**src/sv/zrhp_pkg.sv**
```systemverilog
// ZIP record header parser: shared types, result codes and header field layout.
// Used by zrhp_step, zrhp_outq and zip_record_header_parser; no dependencies.
`timescale 1ns / 1ps

package zrhp_pkg;

  localparam logic [31:0] LOCAL_SIG   = 32'h04034B50;
  localparam logic [31:0] CENTRAL_SIG = 32'h02014B50;

  localparam logic [3:0] LAST_FIELD_LOCAL   = 4'd9;
  localparam logic [3:0] LAST_FIELD_CENTRAL = 4'd15;

  // Byte span of each fixed field, counted from the first signature byte.
  // Unused entries have an empty span and never match.
  localparam logic [5:0] FIELD_START [2][16] = '{
    '{6'd4, 6'd6, 6'd8, 6'd10, 6'd12, 6'd14, 6'd18, 6'd22, 6'd26, 6'd28,
      6'd0, 6'd0, 6'd0, 6'd0, 6'd0, 6'd0},
    '{6'd4, 6'd6, 6'd8, 6'd10, 6'd12, 6'd14, 6'd16, 6'd20, 6'd24, 6'd28,
      6'd30, 6'd32, 6'd34, 6'd36, 6'd38, 6'd42}
  };
  localparam logic [5:0] FIELD_END [2][16] = '{
    '{6'd6, 6'd8, 6'd10, 6'd12, 6'd14, 6'd18, 6'd22, 6'd26, 6'd28, 6'd30,
      6'd0, 6'd0, 6'd0, 6'd0, 6'd0, 6'd0},
    '{6'd6, 6'd8, 6'd10, 6'd12, 6'd14, 6'd16, 6'd20, 6'd24, 6'd28, 6'd30,
      6'd32, 6'd34, 6'd36, 6'd38, 6'd42, 6'd46}
  };

  localparam int unsigned QUEUE_DEPTH = 4;

  typedef enum logic [1:0] {
    PH_IDLE = 2'd0,
    PH_HDR  = 2'd1,
    PH_NAME = 2'd2,
    PH_SKIP = 2'd3
  } phase_e;

  typedef enum logic [1:0] {
    KIND_FIELD = 2'd0,
    KIND_NAME  = 2'd1,
    KIND_DONE  = 2'd2,
    KIND_ERROR = 2'd3
  } kind_e;

  typedef enum logic [1:0] {
    ERR_NONE  = 2'd0,
    ERR_SIG   = 2'd1,
    ERR_TRUNC = 2'd2
  } err_e;

  typedef struct packed {
    kind_e       kind;
    logic [3:0]  field_index;
    logic [31:0] field_value;
    logic [7:0]  name_byte;
    err_e        error_code;
    logic        last_of_run;
  } res_t;

  // Up to two results per input byte
  typedef struct packed {
    logic [1:0] count;
    res_t       r1;
    res_t       r0;
  } step_res_t;

  typedef struct packed {
    logic       hit;
    logic [3:0] idx;
    logic [1:0] lane;
    logic       last;
  } field_hit_t;

  // Locate header byte position p within the fixed fields of record kind k.
  function automatic field_hit_t field_lookup(logic k, logic [5:0] p);
    field_hit_t h;
    logic [5:0] ofs;
    h = '0;
    for (int f = 0; f < 16; f++) begin
      if (p >= FIELD_START[k][4'(f)] && p < FIELD_END[k][4'(f)]) begin
        ofs    = p - FIELD_START[k][4'(f)];
        h.hit  = 1'b1;
        h.idx  = 4'(f);
        h.lane = ofs[1:0];
        h.last = ((p + 6'd1) == FIELD_END[k][4'(f)]);
      end
    end
    return h;
  endfunction

  function automatic res_t make_res(kind_e kind, logic [3:0] idx, logic [31:0] val,
                                    logic [7:0] nb, err_e err);
    res_t r;
    r.kind        = kind;
    r.field_index = idx;
    r.field_value = val;
    r.name_byte   = nb;
    r.error_code  = err;
    r.last_of_run = 1'b0;
    return r;
  endfunction

endpackage

```
**src/sv/zip_record_header_parser.sv**
```systemverilog
// ZIP record header parser, top level: stream ports, parse stage, result queue.
// Depends on zrhp_pkg, zrhp_step and zrhp_outq.
//
//   channel  dir  width  contents
//   s_axis   in   8/3    record bytes; tuser = record start, mode, end of stream
//   m_axis   out  48/2   field values, name bytes, completion and errors
//
// One byte is taken per cycle while s_axis_tready_o is high. Its results (none, one or
// two) are written to a four-entry queue in the same cycle and leave at one per cycle
// while m_axis_tready_i is high; the two results of one byte leave one after the other.
// s_axis_tready_o drops when the queue has room for fewer than two results. Reset
// (rst_ni low) returns the parser to idle and empties the queue.
`timescale 1ns / 1ps

module zip_record_header_parser (
  input  logic        clk_i,
  input  logic        rst_ni,
  input  logic        s_axis_tvalid_i,
  output logic        s_axis_tready_o,
  input  logic [7:0]  s_axis_tdata_i,   // [7:0] data_byte
  input  logic [2:0]  s_axis_tuser_i,   // [0] record_start, [1] mode, [2] end_of_stream
  output logic        m_axis_tvalid_o,
  input  logic        m_axis_tready_i,
  output logic [47:0] m_axis_tdata_o,   // [3:0] field_index, [35:4] field_value,
                                        // [43:36] name_byte, [45:44] error_code, rest 0
  output logic [1:0]  m_axis_tuser_o,   // [1:0] result_kind
  output logic        m_axis_tlast_o    // last_of_run
);

  logic                in_fire;
  zrhp_pkg::step_res_t step_res;
  zrhp_pkg::res_t      head;

  assign in_fire = s_axis_tvalid_i && s_axis_tready_o;

  zrhp_step u_step (
    .clk_i           (clk_i),
    .rst_ni          (rst_ni),
    .accept_i        (in_fire),
    .data_byte_i     (s_axis_tdata_i),
    .record_start_i  (s_axis_tuser_i[0]),
    .mode_i          (s_axis_tuser_i[1]),
    .end_of_stream_i (s_axis_tuser_i[2]),
    .res_o           (step_res)
  );

  zrhp_outq u_outq (
    .clk_i   (clk_i),
    .rst_ni  (rst_ni),
    .push_i  (in_fire),
    .res_i   (step_res),
    .room_o  (s_axis_tready_o),
    .valid_o (m_axis_tvalid_o),
    .pop_i   (m_axis_tready_i),
    .head_o  (head)
  );

  assign m_axis_tdata_o = {2'b00, head.error_code, head.name_byte, head.field_value,
                           head.field_index};
  assign m_axis_tuser_o = head.kind;
  assign m_axis_tlast_o = head.last_of_run;

  // A pair of results is always a field or name byte followed by completion
  a_pair_ends_done: assert property (@(posedge clk_i) disable iff (!rst_ni)
    (in_fire && step_res.count == 2'd2) |-> (step_res.r1.kind == zrhp_pkg::KIND_DONE))
    else $error("second result of a byte is not a completion");

  // End of stream yields at most one result
  a_eos_single: assert property (@(posedge clk_i) disable iff (!rst_ni)
    (in_fire && s_axis_tuser_i[2]) |-> (step_res.count <= 2'd1))
    else $error("end of stream produced more than one result");

  // Backpressure on the input only while results are waiting
  a_stall_has_output: assert property (@(posedge clk_i) disable iff (!rst_ni)
    !s_axis_tready_o |-> m_axis_tvalid_o)
    else $error("input stalled with empty result queue");

endmodule

```
**src/sv/zrhp_step.sv**
```systemverilog
// ZIP record header parser: parse state registers and the per-byte update.
// Depends on zrhp_pkg.
`timescale 1ns / 1ps

module zrhp_step (
  input  logic                clk_i,
  input  logic                rst_ni,
  input  logic                accept_i,
  input  logic [7:0]          data_byte_i,
  input  logic                record_start_i,
  input  logic                mode_i,
  input  logic                end_of_stream_i,
  output zrhp_pkg::step_res_t res_o
);

  zrhp_pkg::phase_e phase_q, phase_d;
  logic        kind_q, kind_d;
  logic [5:0]  hidx_q, hidx_d;
  logic [31:0] acc_q, acc_d;
  logic [15:0] name_rem_q, name_rem_d;
  logic [15:0] extra_len_q, extra_len_d;
  logic [16:0] skip_rem_q, skip_rem_d;

  always_ff @(posedge clk_i or negedge rst_ni) begin
    if (!rst_ni) begin
      phase_q     <= zrhp_pkg::PH_IDLE;
      kind_q      <= 1'b0;
      hidx_q      <= '0;
      acc_q       <= '0;
      name_rem_q  <= '0;
      extra_len_q <= '0;
      skip_rem_q  <= '0;
    end else if (accept_i) begin
      phase_q     <= phase_d;
      kind_q      <= kind_d;
      hidx_q      <= hidx_d;
      acc_q       <= acc_d;
      name_rem_q  <= name_rem_d;
      extra_len_q <= extra_len_d;
      skip_rem_q  <= skip_rem_d;
    end
  end

  always_comb begin
    zrhp_pkg::res_t       rs [2];
    logic [1:0]           n;
    logic                 active;
    logic                 after_name;
    logic [1:0]           lane;
    logic [31:0]          acc_or;
    zrhp_pkg::field_hit_t fh;
    logic [3:0]           last_f;

    rs[0]       = '0;
    rs[1]       = '0;
    n           = 2'd0;
    active      = 1'b1;
    after_name  = 1'b0;
    phase_d     = phase_q;
    kind_d      = kind_q;
    hidx_d      = hidx_q;
    acc_d       = acc_q;
    name_rem_d  = name_rem_q;
    extra_len_d = extra_len_q;
    skip_rem_d  = skip_rem_q;

    if (end_of_stream_i) begin
      active = 1'b0;
      if (phase_q != zrhp_pkg::PH_IDLE) begin
        rs[0]   = zrhp_pkg::make_res(zrhp_pkg::KIND_ERROR, 4'd0, 32'd0, 8'd0,
                                     zrhp_pkg::ERR_TRUNC);
        n       = 2'd1;
        phase_d = zrhp_pkg::PH_IDLE;
        hidx_d  = '0;
        acc_d   = '0;
      end
    end else if (record_start_i) begin
      if (phase_q != zrhp_pkg::PH_IDLE) begin
        rs[0] = zrhp_pkg::make_res(zrhp_pkg::KIND_ERROR, 4'd0, 32'd0, 8'd0,
                                   zrhp_pkg::ERR_TRUNC);
        n     = 2'd1;
      end
      kind_d      = mode_i;
      phase_d     = zrhp_pkg::PH_HDR;
      hidx_d      = '0;
      acc_d       = '0;
      name_rem_d  = '0;
      extra_len_d = '0;
      skip_rem_d  = '0;
    end else if (phase_q == zrhp_pkg::PH_IDLE) begin
      active = 1'b0;
    end

    fh     = zrhp_pkg::field_lookup(kind_d, hidx_d);
    last_f = kind_d ? zrhp_pkg::LAST_FIELD_CENTRAL : zrhp_pkg::LAST_FIELD_LOCAL;
    lane   = (hidx_d < 6'd4) ? hidx_d[1:0] : fh.lane;
    acc_or = acc_d | ({24'd0, data_byte_i} << {lane, 3'b000});

    if (active) begin
      case (phase_d)
        zrhp_pkg::PH_HDR: begin
          if (hidx_d < 6'd3) begin
            acc_d  = acc_or;
            hidx_d = hidx_d + 6'd1;
          end else if (hidx_d == 6'd3) begin
            if (acc_or != (kind_d ? zrhp_pkg::CENTRAL_SIG : zrhp_pkg::LOCAL_SIG)) begin
              rs[n[0]] = zrhp_pkg::make_res(zrhp_pkg::KIND_ERROR, 4'd0, 32'd0, 8'd0,
                                            zrhp_pkg::ERR_SIG);
              n        = n + 2'd1;
              phase_d  = zrhp_pkg::PH_IDLE;
              hidx_d   = '0;
              acc_d    = '0;
            end else begin
              acc_d  = '0;
              hidx_d = 6'd4;
            end
          end else if (!fh.hit) begin
            phase_d = zrhp_pkg::PH_IDLE;
            hidx_d  = '0;
            acc_d   = '0;
          end else begin
            acc_d  = acc_or;
            hidx_d = hidx_d + 6'd1;
            if (fh.last) begin
              rs[n[0]] = zrhp_pkg::make_res(zrhp_pkg::KIND_FIELD, fh.idx, acc_or, 8'd0,
                                            zrhp_pkg::ERR_NONE);
              n        = n + 2'd1;
              if (!kind_d) begin
                if (fh.idx == 4'd8) name_rem_d = acc_or[15:0];
                if (fh.idx == 4'd9) begin
                  extra_len_d = acc_or[15:0];
                  skip_rem_d  = {1'b0, acc_or[15:0]};
                end
              end else begin
                if (fh.idx == 4'd9)  name_rem_d  = acc_or[15:0];
                if (fh.idx == 4'd10) extra_len_d = acc_or[15:0];
                if (fh.idx == 4'd11) begin
                  skip_rem_d = {1'b0, extra_len_d} + {1'b0, acc_or[15:0]};
                end
              end
              acc_d = '0;
              if (fh.idx == last_f) after_name = 1'b1;
            end
          end
        end
        zrhp_pkg::PH_NAME: begin
          rs[n[0]] = zrhp_pkg::make_res(zrhp_pkg::KIND_NAME, 4'd0, 32'd0, data_byte_i,
                                        zrhp_pkg::ERR_NONE);
          n        = n + 2'd1;
          if (name_rem_d != '0) name_rem_d = name_rem_d - 16'd1;
          if (name_rem_d == '0) after_name = 1'b1;
        end
        zrhp_pkg::PH_SKIP: begin
          if (skip_rem_d != '0) skip_rem_d = skip_rem_d - 17'd1;
          if (skip_rem_d == '0) after_name = 1'b1;
        end
        default: begin
          phase_d = zrhp_pkg::PH_IDLE;
          hidx_d  = '0;
          acc_d   = '0;
        end
      endcase
    end

    // Name pass-through, then skip, then completion
    if (after_name) begin
      if (name_rem_d != '0) begin
        phase_d = zrhp_pkg::PH_NAME;
      end else if (skip_rem_d != '0) begin
        phase_d = zrhp_pkg::PH_SKIP;
      end else begin
        rs[n[0]] = zrhp_pkg::make_res(zrhp_pkg::KIND_DONE, 4'd0, 32'd0, 8'd0,
                                      zrhp_pkg::ERR_NONE);
        n        = n + 2'd1;
        phase_d  = zrhp_pkg::PH_IDLE;
        hidx_d   = '0;
        acc_d    = '0;
      end
    end

    if (n == 2'd1) rs[0].last_of_run = 1'b1;
    if (n == 2'd2) rs[1].last_of_run = 1'b1;

    res_o.count = n;
    res_o.r0    = rs[0];
    res_o.r1    = rs[1];
  end

endmodule

```
**src/sv/zrhp_outq.sv**
```systemverilog
// ZIP record header parser: result queue, up to two writes and one read per cycle.
// Depends on zrhp_pkg.
`timescale 1ns / 1ps

module zrhp_outq (
  input  logic                clk_i,
  input  logic                rst_ni,
  input  logic                push_i,
  input  zrhp_pkg::step_res_t res_i,
  output logic                room_o,
  output logic                valid_o,
  input  logic                pop_i,
  output zrhp_pkg::res_t      head_o
);

  localparam int unsigned PtrW = $clog2(zrhp_pkg::QUEUE_DEPTH);

  zrhp_pkg::res_t  mem_q [zrhp_pkg::QUEUE_DEPTH];
  logic [PtrW-1:0] wr_ptr_q, wr_ptr_d;
  logic [PtrW-1:0] rd_ptr_q, rd_ptr_d;
  logic [PtrW:0]   count_q, count_d;
  logic [1:0]      n_wr;
  logic            do_pop;

  assign n_wr    = push_i ? res_i.count : 2'd0;
  assign do_pop  = pop_i && (count_q != '0);
  assign wr_ptr_d = wr_ptr_q + PtrW'(n_wr);
  assign rd_ptr_d = rd_ptr_q + PtrW'(do_pop);
  assign count_d  = count_q + (PtrW+1)'(n_wr) - (PtrW+1)'(do_pop);

  // Keep room for a full pair of results
  assign room_o  = (count_q <= (PtrW+1)'(zrhp_pkg::QUEUE_DEPTH - 2));
  assign valid_o = (count_q != '0);
  assign head_o  = mem_q[rd_ptr_q];

  always_ff @(posedge clk_i or negedge rst_ni) begin
    if (!rst_ni) begin
      wr_ptr_q <= '0;
      rd_ptr_q <= '0;
      count_q  <= '0;
    end else begin
      wr_ptr_q <= wr_ptr_d;
      rd_ptr_q <= rd_ptr_d;
      count_q  <= count_d;
    end
  end

  always_ff @(posedge clk_i) begin
    if (n_wr != 2'd0) mem_q[wr_ptr_q] <= res_i.r0;
    if (n_wr == 2'd2) mem_q[wr_ptr_q + PtrW'(1)] <= res_i.r1;
  end

endmodule
```
**config.mk**
```make
export PLATFORM = sky130hd
export DESIGN_NAME = zip_record_header_parser
export DESIGN_NICKNAME = d
export VERILOG_FILES = /design/src/sv/zrhp_pkg.sv /design/src/sv/zip_record_header_parser.sv /design/src/sv/zrhp_step.sv /design/src/sv/zrhp_outq.sv
export SDC_FILE = /design/constraint.sdc
export NUM_CORES = 1
export LEC_CHECK = 0
export BUFFER_PORTS_ARGS = -buffer_cell sky130_fd_sc_hd__buf_2
export CELL_PAD_IN_SITES_DETAIL_PLACEMENT = 1
export CELL_PAD_IN_SITES_GLOBAL_PLACEMENT = 2
export CORE_MARGIN = 3
export CORE_UTILIZATION = 38
export DETAILED_ROUTE_END_ITERATION = 10
export HOLD_SLACK_MARGIN = 0.15
export PLACE_DENSITY_LB_ADDON = 0.1
export SLEW_MARGIN = 25
export SYNTH_ARGS = -nofsm -noshare
export SYNTH_HDL_FRONTEND = slang
export SYNTH_SLANG_ARGS = --single-unit
```
**constraint.sdc**
```tcl
create_clock -name clk_i -period 7.7 [get_ports clk_i]
set_input_delay 0.385 -clock clk_i [delete_from_list [all_inputs] [get_ports clk_i]]
set_output_delay 0.385 -clock clk_i [all_outputs]
set_load 0.005 [all_outputs]
```
# Word level (Yosys, flattened, before mapping)
# Memories as Yosys holds them, arrays and structs flattened.
# Cells that the tools add are included.
totals:
  register_bits: 97
  ram_bits: 196
  in_bits: 15
  out_inout_bits: 53
  memories: 1
memory_table:
  columns: ["memory", "words", "width", "rd", "rd_ports_with_merged_regs", "write_ports", "line", "source"]
  rows:
  - ["u_outq.mem_q", 4, 49, 1, 0, 2, "zrhp_outq.sv:18", "zrhp_pkg::res_t mem_q [zrhp_pkg::QUEUE_DEPTH];"]
op_classes:
  addsub: 19
  order_cmp: 24
  eq_ne: 21
  shift: 1
  n_mux: 152
  n_bitwise: 10
  n_reduce_logical: 23
ops:
  columns: ["cell", "count"]
  rows:
  - ["$mux W98", 9]
  - ["$mux W16", 31]
  - ["$mux W96", 4]
  - ["$mux W32", 11]
  - ["$mux W49", 5]
  - ["$mux W17", 13]
  - ["$bwmux W98", 2]
  - ["$pmux W98 S2", 1]
  - ["$demux W49 S1", 2]
  - ["$and A96 B96 Y96", 1]
  - ["$not A96 Y96", 1]
  - ["$and A92 B92 Y92", 1]
  - ["$not A92 Y92", 1]
  - ["$mux W8", 8]
  - ["$pmux W32 S2", 1]
  - ["$mux W62", 1]
  - ["$mux W6", 10]
  - ["$mux W56", 1]
  - ["$eq A6 B6 Y1", 8]
  - ["$ge A6 B6 Y1", 8]
  - ["$lt A6 B6 Y1", 8]
  - ["$mux W2", 24]
  - ["$pmux W17 S2", 1]
  - ["$reduce_bool A17 Y1", 2]
  - ["other kinds (41)", 96]

# Longest topological paths before layout
# Gate-level depths: netlist of the first run.
depth:
  ltp_word: 44
  depth_mapped: 29

# Cells and area by module
# From an unflattened synthesis of the first run, not the netlist that was laid out.
unflattened:
  hier_cells: 1495
  hier_area_um2: 17247.8
modules_own_cells:
  columns: ["module", "n_inst", "cells_per_inst", "area_each_um2"]
  rows:
  - ["zrhp_outq", 1, 520, 9875.7]
  - ["zrhp_step", 1, 971, 7347.0]
  - ["zip_record_header_parser", 1, 4, 25.0]

# Worst setup path after synthesis of the first run
# OpenSTA, ideal clock, no wires.
synth_path:
  kind: "in2reg"
  start: "input s_axis_tuser_i[0]"
  end: "memory u_outq.mem_q[0][0] (netlist name), enable pin"
  setup_ns: 0.526
  arrival_ns: 8.042
  required_ns: 7.174
  setup_slack_ns: -0.868
  path_stages: 20
  cell_sequence: "buf_2 nand2b_2 buf_4 buf_6 buf_6 buf_2 buf_1 nand2_1 ha_1 nor4b_2 a21o_2 a211oi_2 mux2_2 a2111oi_4 nand4_2 nor3_4 buf_4 buf_2 o21ai_1 a211oi_1"
synth_rtl:
  columns: ["item", "line", "source"]
  rows:
  - ["from (decl)", "zip_record_header_parser.sv:21", "input logic [2:0] s_axis_tuser_i,"]
  - ["to (decl)", "zrhp_outq.sv:18", null]

==> results.json, run 1 <==
{
  "outcome": "completed",
  "gr-usage-met3_pct": 4.082,
  "die_w_um": 213.7,
  "worst-path-buf-inv": 3,
  "grtUsageMet1_pct": 33.09,
  "netlist_area_um2": 16390,
  "htree_levels": 2,
  "synth.area.top_cells": "edfxtp_1 35%, dfrtp_1 12%, mux4_2 6.6%",
  "fin_area_um2": 18200,
  "ys.flop_type": "edfxtp_1",
  "path_clk_slew_ns": 0.06,
  "synth-compound-area-share_pct": 22.15,
  "post_cts_buffers": 0,
  "track_usage_pct": 24.37,
  "synthDominantCellAreaShare_pct": 35.18,
  "routed_wl_mm": 55.06,
  "cap_violations": 0,
  "wire_per_inst_um": 25.56,
  "initial_core_util_pct": 38.73,
  "die-area_um2": 45660,
  "area_growth_pct": 11.06,
  "synth_cell_type_count": 109,
  "drt_iter0_drc": 891,
  "antenna_found_initial": 2,
  "rsz0062_at_grt": "no",
  "synth-simple-area-share_pct": 16.21,
  "p_leak_nw": 6.343,
  "core_area_um2": 42320,
  "synth_seq_area_share_pct": 47.54,
  "path_cells": "or4b_2, a211o_1, a211oi_1, o31a_1, nor2_2, a22o_1, nor4_1, nand4_1, inv_1, ha_1, o211ai_1, o221ai_1, buf_4, nand3_1, mux2i_4, buf_4, nor2_1",
  "cp_data_arrival_time_ns": 6.81,
  "place_congestion": 0.8469,
  "synth_xor_area_share_pct": 0.5878,
  "crit_required_ns": 7.98,
  "fin_crit_ns": 6.530,
  "dp_hpwl_mm": 36.62,
  "yosysWarnings": 0,
  "crit_top_cell": "buf_4",
  "grt_util_met2_pct": 40.77,
  "path_max_fanout": 20,
  "slew_violations": 0,
  "grt-ovfl-total": 0,
  "finalCritPeriodShare_pct": 84.80,
  "async_flop_share_pct": 29.67,
  "grt_max_degree": 75,
  "synthAdderAreaFrac_pct": 1.649,
  "drcViolationCount": 0,
  "relSlewSlack_pct": 33.78,
  "grt_pass1_wl_mm": 86.07,
  "vias_per_cell": 6.158,
  "cp_top_family": "compound AO/OA/AOI/OAI gates",
  "busiest_layer": "met2",
  "worst_slew_pin_slew_ns": 0.9849,
  "first_pass_iters": 5,
  "place_area_um2": 17100,
  "fillers": 4606,
  "syn_avg_cell_area_um2": 10.55,
  "setup_viol": 0,
  "power.total_mw": 4.183,
  "ir_worst_vdd_v": 0.0001596,
  "cpPeakStageDelay_ns": 0.73,
  "via_count": 13264,
  "cp_slowest_cell": "or4b_2",
  "clock_path_buffers": 3,
  "synth_seq_cells": 273,
  "synth_cells": 1554,
  "cts-root-buf": "clkbuf_16",
  "clkSinkCount": 273,
  "hold_path_class": "in2reg",
  "synth_edf_count": 192,
  "yosysTopAreaCell": "edfxtp_1",
  "cts_tree": "yes",
  "max_freq_mhz": 153.1,
  "critPathCaptureType": "register",
  "clk_latency_ns": 0.55,
  "path_class": "reg2reg",
  "numCtsBuffers": 34,
  "drive_gt1_share_pct": 17.26,
  "p_per_area_nw_per_um2": 229.8,
  "port_buffers": 64,
  "die_h_um": 213.7,
  "synth_mux_area_share_pct": 7.191,
  "fp-row-count": 75,
  "finClkSkew_ns": 0.02021,
  "drtAntennaViolNets": 0,
  "finalHoldViolations": 0,
  "cp-start-kind": "register",
  "nets": 1586,
  "synth_top_family_by_area": "compound AO/OA/AOI/OAI gates",
  "ioPinCount": 68,
  "grt_pass1_vias": 13845
}
cell usage in the layout (no fill, tap or decap), types with 9 or more instances in the layout:
cell type,count
o22ai_1,12
clkbuf_16,35
a211oi_1,9
nor3_1,45
a31oi_1,17
a2111oi_1,30
nand4_1,22
or3_1,15
edfxtp_1,192
buf_2,63
nand2_1,135
mux4_2,48
o31ai_1,12
nand3_1,29
o211ai_1,11
o21ai_0,62
nor4_1,14
inv_1,25
nor2_1,163
clkbuf_1,13
dfrtp_1,79
ha_1,20
o21ai_1,15
a22o_1,37
and2_1,9
nand2b_1,15
or2_2,19
a21oi_1,127
a22oi_1,10
or4_1,10
a21o_1,28
buf_4,28
synthesized netlist by cell type, types with 15 or more instances:
cell and count:
o21ai_1 15, nor2_1 164, or3_1 15, a22o_1 37, nand4_1 22, a31oi_1 17, a21oi_1 127, clkbuf_1 62
nand2b_1 15, a21o_1 28, mux4_2 48, nor4_1 15, o21ai_0 62, a2111oi_1 30, buf_2 40, ha_1 20
nor3_1 47, nand2_1 135, or2_2 19, nand3_1 29, dfrtp_1 81, edfxtp_1 192, inv_1 25
report_power, final:
group          internal (mW)  switching [mW]  total (mW)
combinational          0.434           0.530       0.964
sequential              1.59          0.0432        1.63
clock                  0.944           0.645        1.59
metal layers:
metal	vias up	wire length (um)
li1	6031	-
met1	6827	24480
met2	324	26830
met3	80	2453
met4	2	1282
met5	-	11
stage by stage:
step                      util [%]  cells  setup WS (ns)  TNS [ns]  hold WS (ns)
after floorplan                  -   1556        -0.8678    -83.30       0.08941
after global placement       40.38   2090          1.324         0        0.3036
after detailed placement     40.40   2090          1.148         0        0.3030
after CTS                    42.99   2153          1.116         0        0.2170
after global routing         43.01   2153         0.5885         0        0.2488
final                        43.01   2154          1.170         0        0.2359
tightest hold or removal path, stage by stage:
cell    delay [ns]
buf_2         0.07
and2_1        0.15
ha_1          0.13
cell type report:
| class | instances | area (um2) | share of cell area [%] |
|---|---|---|---|
| multi-input cells | 1123 | 7959 | 43.72 |
| flip-flops and latches | 273 | 7797 | 42.83 |
| clock buffers | 48 | 924.6 | 5.079 |
| well taps | 577 | 721.9 | 3.966 |
| repair buffers | 92 | 535.5 | 2.942 |
| clock inverters | 14 | 165.2 | 0.9073 |
| inverters | 26 | 97.59 | 0.5361 |
| diodes | 1 | 2.502 | 0.01375 |
kinds of logic after synthesis:
kind of cell | after synthesis
and+or+nand+nor | 529
AOI/OAI and AO/OA | 502
adders and majority gates | 21
muxes | 57
xor gates and xnor gates | 11
buffers and inverters | 160
other | 1
DFF | 273
registers in the layout (all words and copies together) (netlist names):
signal / cells
u_outq.count_q: 3
u_outq.mem_q: 192
u_outq.rd_ptr_q: 2
u_outq.wr_ptr_q: 2
u_step.acc_q: 32
u_step.hidx_q: 6
u_step.kind_q: 1
u_step.name_rem_q: 16
u_step.phase_q: 2
u_step.skip_rem_q: 17
repair_timing:
action,4_1_cts,5_1_grt
hold buffers,1,0
resized for setup,0,0
endpoints found under the hold margin,22,0
path summary, 6_finish.rpt:
kind	from	endpoint	cells past startpoint	slack, ns
hold reg to reg	u_step.acc_q[7]	u_step.acc_q[7]	1	0.51
max in group asynchronous	rst_ni	u_outq.rd_ptr_q[0]	3	6.09
hold / removal	m_axis_tready_i	u_outq.rd_ptr_q[0]	3	0.24
setup reg to reg	u_step.hidx_q[3]	u_outq.mem_q[0][22]	17	1.17
min in group asynchronous	rst_ni	u_step.acc_q[26]	2	0.30
setup / recovery	u_step.hidx_q[3]	u_outq.mem_q[0][22]	17	1.17
No activity file was read; power rests on OpenSTA's default activity.
==> run 2: changes to the inputs <==
clock period = 5.51 ns   (was 7.7 ns; I/O delays follow)
==> run 2 against run 1 <==
Clock-buffer cell count shrank 6. Highest routed layer is now met4. Combinational power is 44% higher. Register-to-register slack worse by 0.93 ns. Critical endpoint is now u_outq.count_q[2]. Critical path depth grew 4. Clock power is 38% higher. Worst hold slack worse by 0.053 ns.
==> results.json, run 2 (synthesis gave the netlist of run 1 again) <==
{
  "relSlewSlack_pct": 34.23,
  "cp_top_family": "simple AND/OR/NAND/NOR gates",
  "p_per_area_nw_per_um2": 307.7,
  "combPwrFrac_pct": 23.6,
  "antenna_cells": 0,
  "setup_viol": 0,
  "place_area_um2": 17910,
  "wire_per_inst_um": 25.43,
  "rsz0062_at_grt": "yes",
  "path_class": "reg2reg",
  "fin_crit_ns": 5.272,
  "clock_path_buffers": 3,
  "grt_max_degree": 75,
  "grt_pass1_vias": 13705,
  "cp-start-kind": "register",
  "ff2ff_setup_slack_ns": 0.24,
  "dr_wl_met3_mm": 2.866,
  "critPathCaptureType": "register",
  "fp-row-count": 75,
  "routed_wl_mm": 56.70,
  "setup_ws_ns": 0.2377,
  "min_to": "u_step.acc_q[31]",
  "drtAntennaViolNets": 0,
  "cp_data_arrival_time_ns": 5.71,
  "core_area_um2": 42320,
  "layout_commonest_cell": "edfxtp_1",
  "grt_pass1_wl_mm": 87.43,
  "cpPeakStageDelay_ns": 0.53,
  "met2_length_mm": 24.89,
  "worst_slew_pin_slew_ns": 0.9790,
  "clk_latency_ns": 0.56,
  "drive_gt1_share_pct": 22.57,
  "reg_top3": "u_outq.mem_q x192, u_step.acc_q x32, u_step.skip_rem_q x17",
  "area_growth_pct": 16.60,
  "largest_register_ffs": 192,
  "p_seq_share_pct": 39.0,
  "port_buffers": 64,
  "die-area_um2": 45660,
  "cts-root-buf": "clkbuf_16",
  "dp_hpwl_mm": 39.37,
  "grt-ovfl-total": 0,
  "ir_worst_vdd_v": 0.0003447,
  "finalHoldViolations": 0,
  "path_cells": "or4b_4, a211o_1, a211oi_4, o31a_1, buf_4, nor2_1, o41a_1, mux2i_2, nand4_1, buf_4, ha_1, and3_1, a21oi_2, o21ai_2, nand2_4, nor3_1, or3_1, ha_1, fa_1, xor2_1, xnor2_1",
  "fin_area_um2": 19110,
  "vias_per_cell": 6.113,
  "antenna_found_initial": 0,
  "rr_worst_depth": 21,
  "largest-register": "u_outq.mem_q",
  "outcome": "completed",
  "numCtsBuffers": 34,
  "clkSinkCount": 273,
  "p_leak_nw": 6.814,
  "fillers": 4593,
  "worst-path-buf-inv": 2,
  "slew_violations": 0,
  "finClkSkew_ns": 0.01866,
  "hold_slack_ns": 0.1830,
  "finalCritPeriodShare_pct": 95.69,
  "die_h_um": 213.7,
  "finalNonFillerCells": 2230,
  "switching_share_pct": 30.07,
  "cp_slowest_cell": "or4b_4",
  "drcViolationCount": 0,
  "seq_area_um2": 7797,
  "p_clk_share_pct": 37.4,
  "power_switching_mw": 1.769,
  "dp_cells": 2167,
  "via_count": 13632,
  "place_ws_ns": -0.01963,
  "hp-start": "s_axis_tdata_i[7]",
  "place_congestion": 0.8892,
  "cap_violations": 0,
  "power.total_mw": 5.881,
  "r2r-start": "u_step.hidx_q[3]",
  "path_clk_slew_ns": 0.06,
  "nets": 1666,
  "final_cell_mix": "192 x edfxtp_1, 163 x nor2_1, 134 x nand2_1",
  "max_freq_mhz": 189.7,
  "crit_required_ns": 5.95,
  "hold_path_class": "in2reg",
  "multi_input_area_um2": 8122,
  "path_max_fanout": 8,
  "highest_layer": "met4",
  "htree_levels": 2,
  "ioPinCount": 68,
  "initial_core_util_pct": 38.73,
  "track_usage_pct": 25.08,
  "drt-met1-wl_mm": 27.97,
  "worstReg2RegEnd": "u_outq.count_q[2]",
  "die_w_um": 213.7,
  "whs_path_depth": 3,
  "p_int_mw": 4.113,
  "crit_path_start": "u_step.hidx_q[3]",
  "first_pass_iters": 5,
  "drt_iter0_drc": 1085,
  "cts_tree": "yes"
}
==> run 2: changes by cell type in the layout (fill, tap and decap cells not counted), moves of 4 or more <==
cell / change
a211oi_1: -4
buf_12: +12
buf_4: +67
clkbuf_1: -6
o21ai_0: -4
==> run 2: per-layer routing <==
metal	global-route usage, %	vias up
met2	37.40	312
met5	0	-
met1	38.62	7072
met3	4.243	58
li1	-	6190
met4	4.991	0
==> run 2: how the worst max path moves through the flow <==
stage,end,cells past startpoint
2_1_floorplan,u_outq.mem_q[0][0],19
4_1_cts,u_outq.wr_ptr_q[1],20
6_report,u_outq.count_q[2],21
3_3_place_gp,u_outq.wr_ptr_q[1],20
3_5_place_dp,u_outq.wr_ptr_q[1],20
5_1_grt,u_outq.wr_ptr_q[1],22
==> run 2: what timing repair did <==
action                     in CTS  in global routing
pin swaps                       0                  2
hold endpoints to repair       33                  0
setup buffers                   0                  2
setup endpoints to repair       2                217
hold buffers                    2                  0
gates resized for setup         1                 16
==> run 2: tightest hold or removal path, cell delays in order <==
cell	delay, ns
buf_2	0.20
nand2_1	0.13
o2bb2ai_1	0.07
==> run 2: cell type report <==
cell class,instances,share of cell area (%)
Clock inverter,17,1.008
Timing Repair Buffer,172,6.744
Sequential cell,273,40.80
Clock buffer,42,4.662
Multi-Input combinational cell,1123,42.50
Tap cell,577,3.778
Inverter,26,0.5107
==> run 2: through the flow <==
| step | setup TNS, ns | utilization [%] |
|---|---|---|
| after floorplan | -9.529 | - |
| after global routing | -0.01920 | 45.16 |
| final | 0 | 45.16 |
| after detailed placement | -0.01963 | 42.32 |
| after CTS | 0 | 44.93 |
| after global placement | 0 | 42.30 |
==> run 2: power by group through the flow <==
stage / sequential, mW / combinational (mW) / clock (mW)
2_1_floorplan: 2.28 / 0.891 / 0
6_report: 2.29 / 1.39 / 2.20
4_1_cts: 2.29 / 1.41 / 2.26
3_3_place_gp: 2.33 / 1.41 / 0
3_5_place_dp: 2.33 / 1.40 / 0
5_1_grt: 2.30 / 1.52 / 2.33
==> run 3: changes to the inputs <==
SETUP_SLACK_MARGIN = 0.5   (was unset)
==> run 3 against run 2 <==
Non-clock buffer count increased by 80. Register-to-register slack improved by 0.11 ns. Core utilization increased by 5.6 points. Sequential share of layout area decreased by 4.5 points. Critical path depth decreased by 1. Sequential power about the same. Worst setup slack improved by 0.11 ns. Combinational power increased by 3%.
==> results.json, run 3 (synthesis gave the netlist of run 1 again) <==
{
  "outcome": "completed",
  "vias_per_cell": 6.251,
  "routed_wl_mm": 65.73,
  "clkSinkCount": 273,
  "largest-register": "u_outq.mem_q",
  "cts-root-buf": "clkbuf_16",
  "ir_worst_vdd_v": 0.0001912,
  "grt_max_degree": 75,
  "dp_cells": 2160,
  "antenna_cells": 0,
  "seq_area_um2": 7799,
  "wire_per_inst_um": 28.43,
  "drt-met1-wl_mm": 31.09,
  "place_area_um2": 17870,
  "crit_required_ns": 5.77,
  "core_area_um2": 42320,
  "largest_register_ffs": 192,
  "relSlewSlack_pct": 14.57,
  "place_ws_ns": -0.07784,
  "multi_input_area_um2": 9140,
  "drive_gt1_share_pct": 35.73,
  "layout_commonest_cell": "edfxtp_1",
  "fp-row-count": 75,
  "worstReg2RegEnd": "u_outq.mem_q[1][5]",
  "drt_iter0_drc": 1337,
  "crit_path_start": "u_step.hidx_q[1]",
  "place_congestion": 0.8943,
  "finClkSkew_ns": 0.02536,
  "hold_path_class": "in2reg",
  "cp_data_arrival_time_ns": 5.43,
  "drcViolationCount": 0,
  "cp_slowest_cell": "or4b_4",
  "path_clk_slew_ns": 0.06,
  "cts_tree": "yes",
  "track_usage_pct": 25.51,
  "clk_latency_ns": 0.56,
  "nets": 1746,
  "critPathCaptureType": "register",
  "dr_wl_met3_mm": 3.722,
  "via_count": 14453,
  "endpoint": "u_outq.mem_q[1][5]",
  "setup_viol": 0,
  "final_cell_mix": "192 x edfxtp_1, 132 x nand2_1, 123 x nor2_1",
  "slew_violations": 0,
  "rsz0062_at_grt": "yes",
  "path_cells": "or4b_4, a211o_1, a211oi_2, buf_4, o31a_4, nor2_4, o41a_1, mux2i_2, nand4_1, inv_2, ha_4, o211ai_1, buf_4, buf_4, o221a_4, buf_12, nand3_1, or3_1, o21ai_2, a2111oi_2",
  "finalCritPeriodShare_pct": 93.71,
  "grt_pass1_vias": 13896,
  "p_leak_nw": 7.618,
  "grt_pass1_wl_mm": 89.25,
  "initial_core_util_pct": 38.73,
  "ioPinCount": 68,
  "area_growth_pct": 31.06,
  "drtAntennaViolNets": 0,
  "path_class": "reg2reg",
  "cap_violations": 0,
  "met2_length_mm": 29.69,
  "r2r-start": "u_step.hidx_q[1]",
  "die_w_um": 213.7,
  "antenna_found_initial": 1,
  "reg_top3": "u_outq.mem_q x192, u_step.acc_q x32, u_step.skip_rem_q x17",
  "fin_crit_ns": 5.163,
  "dp_hpwl_mm": 39.28,
  "highest_layer": "met5",
  "htree_levels": 2,
  "path_max_fanout": 8,
  "crit_top_cell": "buf_4",
  "die_h_um": 213.7,
  "setup_ws_ns": 0.3467,
  "grt-ovfl-total": 0,
  "first_pass_iters": 5,
  "max_freq_mhz": 193.7,
  "numCtsBuffers": 34,
  "p_per_area_nw_per_um2": 282.5,
  "worst_slew_pin_slew_ns": 1.278,
  "rr_worst_depth": 20,
  "fillers": 4433,
  "fin_area_um2": 21480,
  "ff2ff_setup_slack_ns": 0.35,
  "die-area_um2": 45660,
  "cp-start-kind": "register",
  "cpPeakStageDelay_ns": 0.49,
  "finalHoldViolations": 0,
  "port_buffers": 64,
  "finalNonFillerCells": 2312,
  "clock_path_buffers": 3,
  "hold_slack_ns": 0.2152
}
[run 3: changes by cell type in the layout (fill, tap and decap cells not counted), moves of 23 or more]
cell       previous run  this run
nor2_1              163       123
nor2_2                1        33
buf_6                 0        24
a21oi_1             125        82
clkbuf_16            34        57
a21oi_2               4        45
[run 3: timing repair]
action                                  CTS  global route
buffers inserted                         14            39
resized for setup                        37           252
endpoints found under the setup margin  386           387
gates cloned                              1            35
pin swaps                                15            51
hold endpoints to repair                 34             0
hold buffers                              2             0
[run 3: layout make-up]
type / instances / area share [%]
Clock buffer: 40 / 4.164
Multi-Input combinational cell: 1123 / 42.55
Clock inverter: 21 / 1.066
Timing Repair Buffer: 252 / 12.10
Sequential cell: 273 / 36.30
Tap cell: 577 / 3.361
Inverter: 26 / 0.4543
[run 3: stage by stage]
step                setup TNS, ns  util [%]  power, mW
detailed placement         -1.826     42.22      3.740
CTS                             0     45.61      6.068
global placement                0     42.21      3.731
global route                    0     50.76      6.304
finish                          0     50.76      6.069
floorplan                  -9.529         -      3.169
[run 3: worst max-delay path, delay by kind of cell (launching register included)]
| family | cells | cell delay [ns] |
|---|---|---|
| fa+ha+maj | 1 | 0.20 |
| buf+inv | 5 | 0.67 |
| simple gates | 5 | 1.24 |
| flops | 1 | 0.45 |
| mux | 1 | 0.23 |
| compound gates | 8 | 2.05 |
[run 3: how the worst min path moves through the flow]
stage	endpoint	slack, ns	cells past startpoint	startpoint
after floorplan	u_outq.count_q[0]	-0.02	0	rst_ni
after global placement	u_step.skip_rem_q[13]	0.28	1	rst_ni
after detailed placement	u_step.skip_rem_q[13]	0.28	1	rst_ni
after CTS	u_step.acc_q[31]	0.16	3	s_axis_tdata_i[7]
after global routing	u_outq.rd_ptr_q[0]	0.21	3	m_axis_tready_i
final	u_step.acc_q[23]	0.22	2	s_axis_tdata_i[7]
[run 3: where the power goes]
part,internal [mW],switching (mW)
sequential,2.22,0.0987
clock,1.36,0.964
combinational,0.661,0.767
total,4.24,1.83
[run 3: metal layers]
| layer | up-vias | global-route usage, % |
|---|---|---|
| met4 | 2 | 5.675 |
| met1 | 7512 | 40.05 |
| met5 | - | 0 |
| li1 | 6375 | - |
| met3 | 91 | 2.590 |
| met2 | 473 | 38.16 |
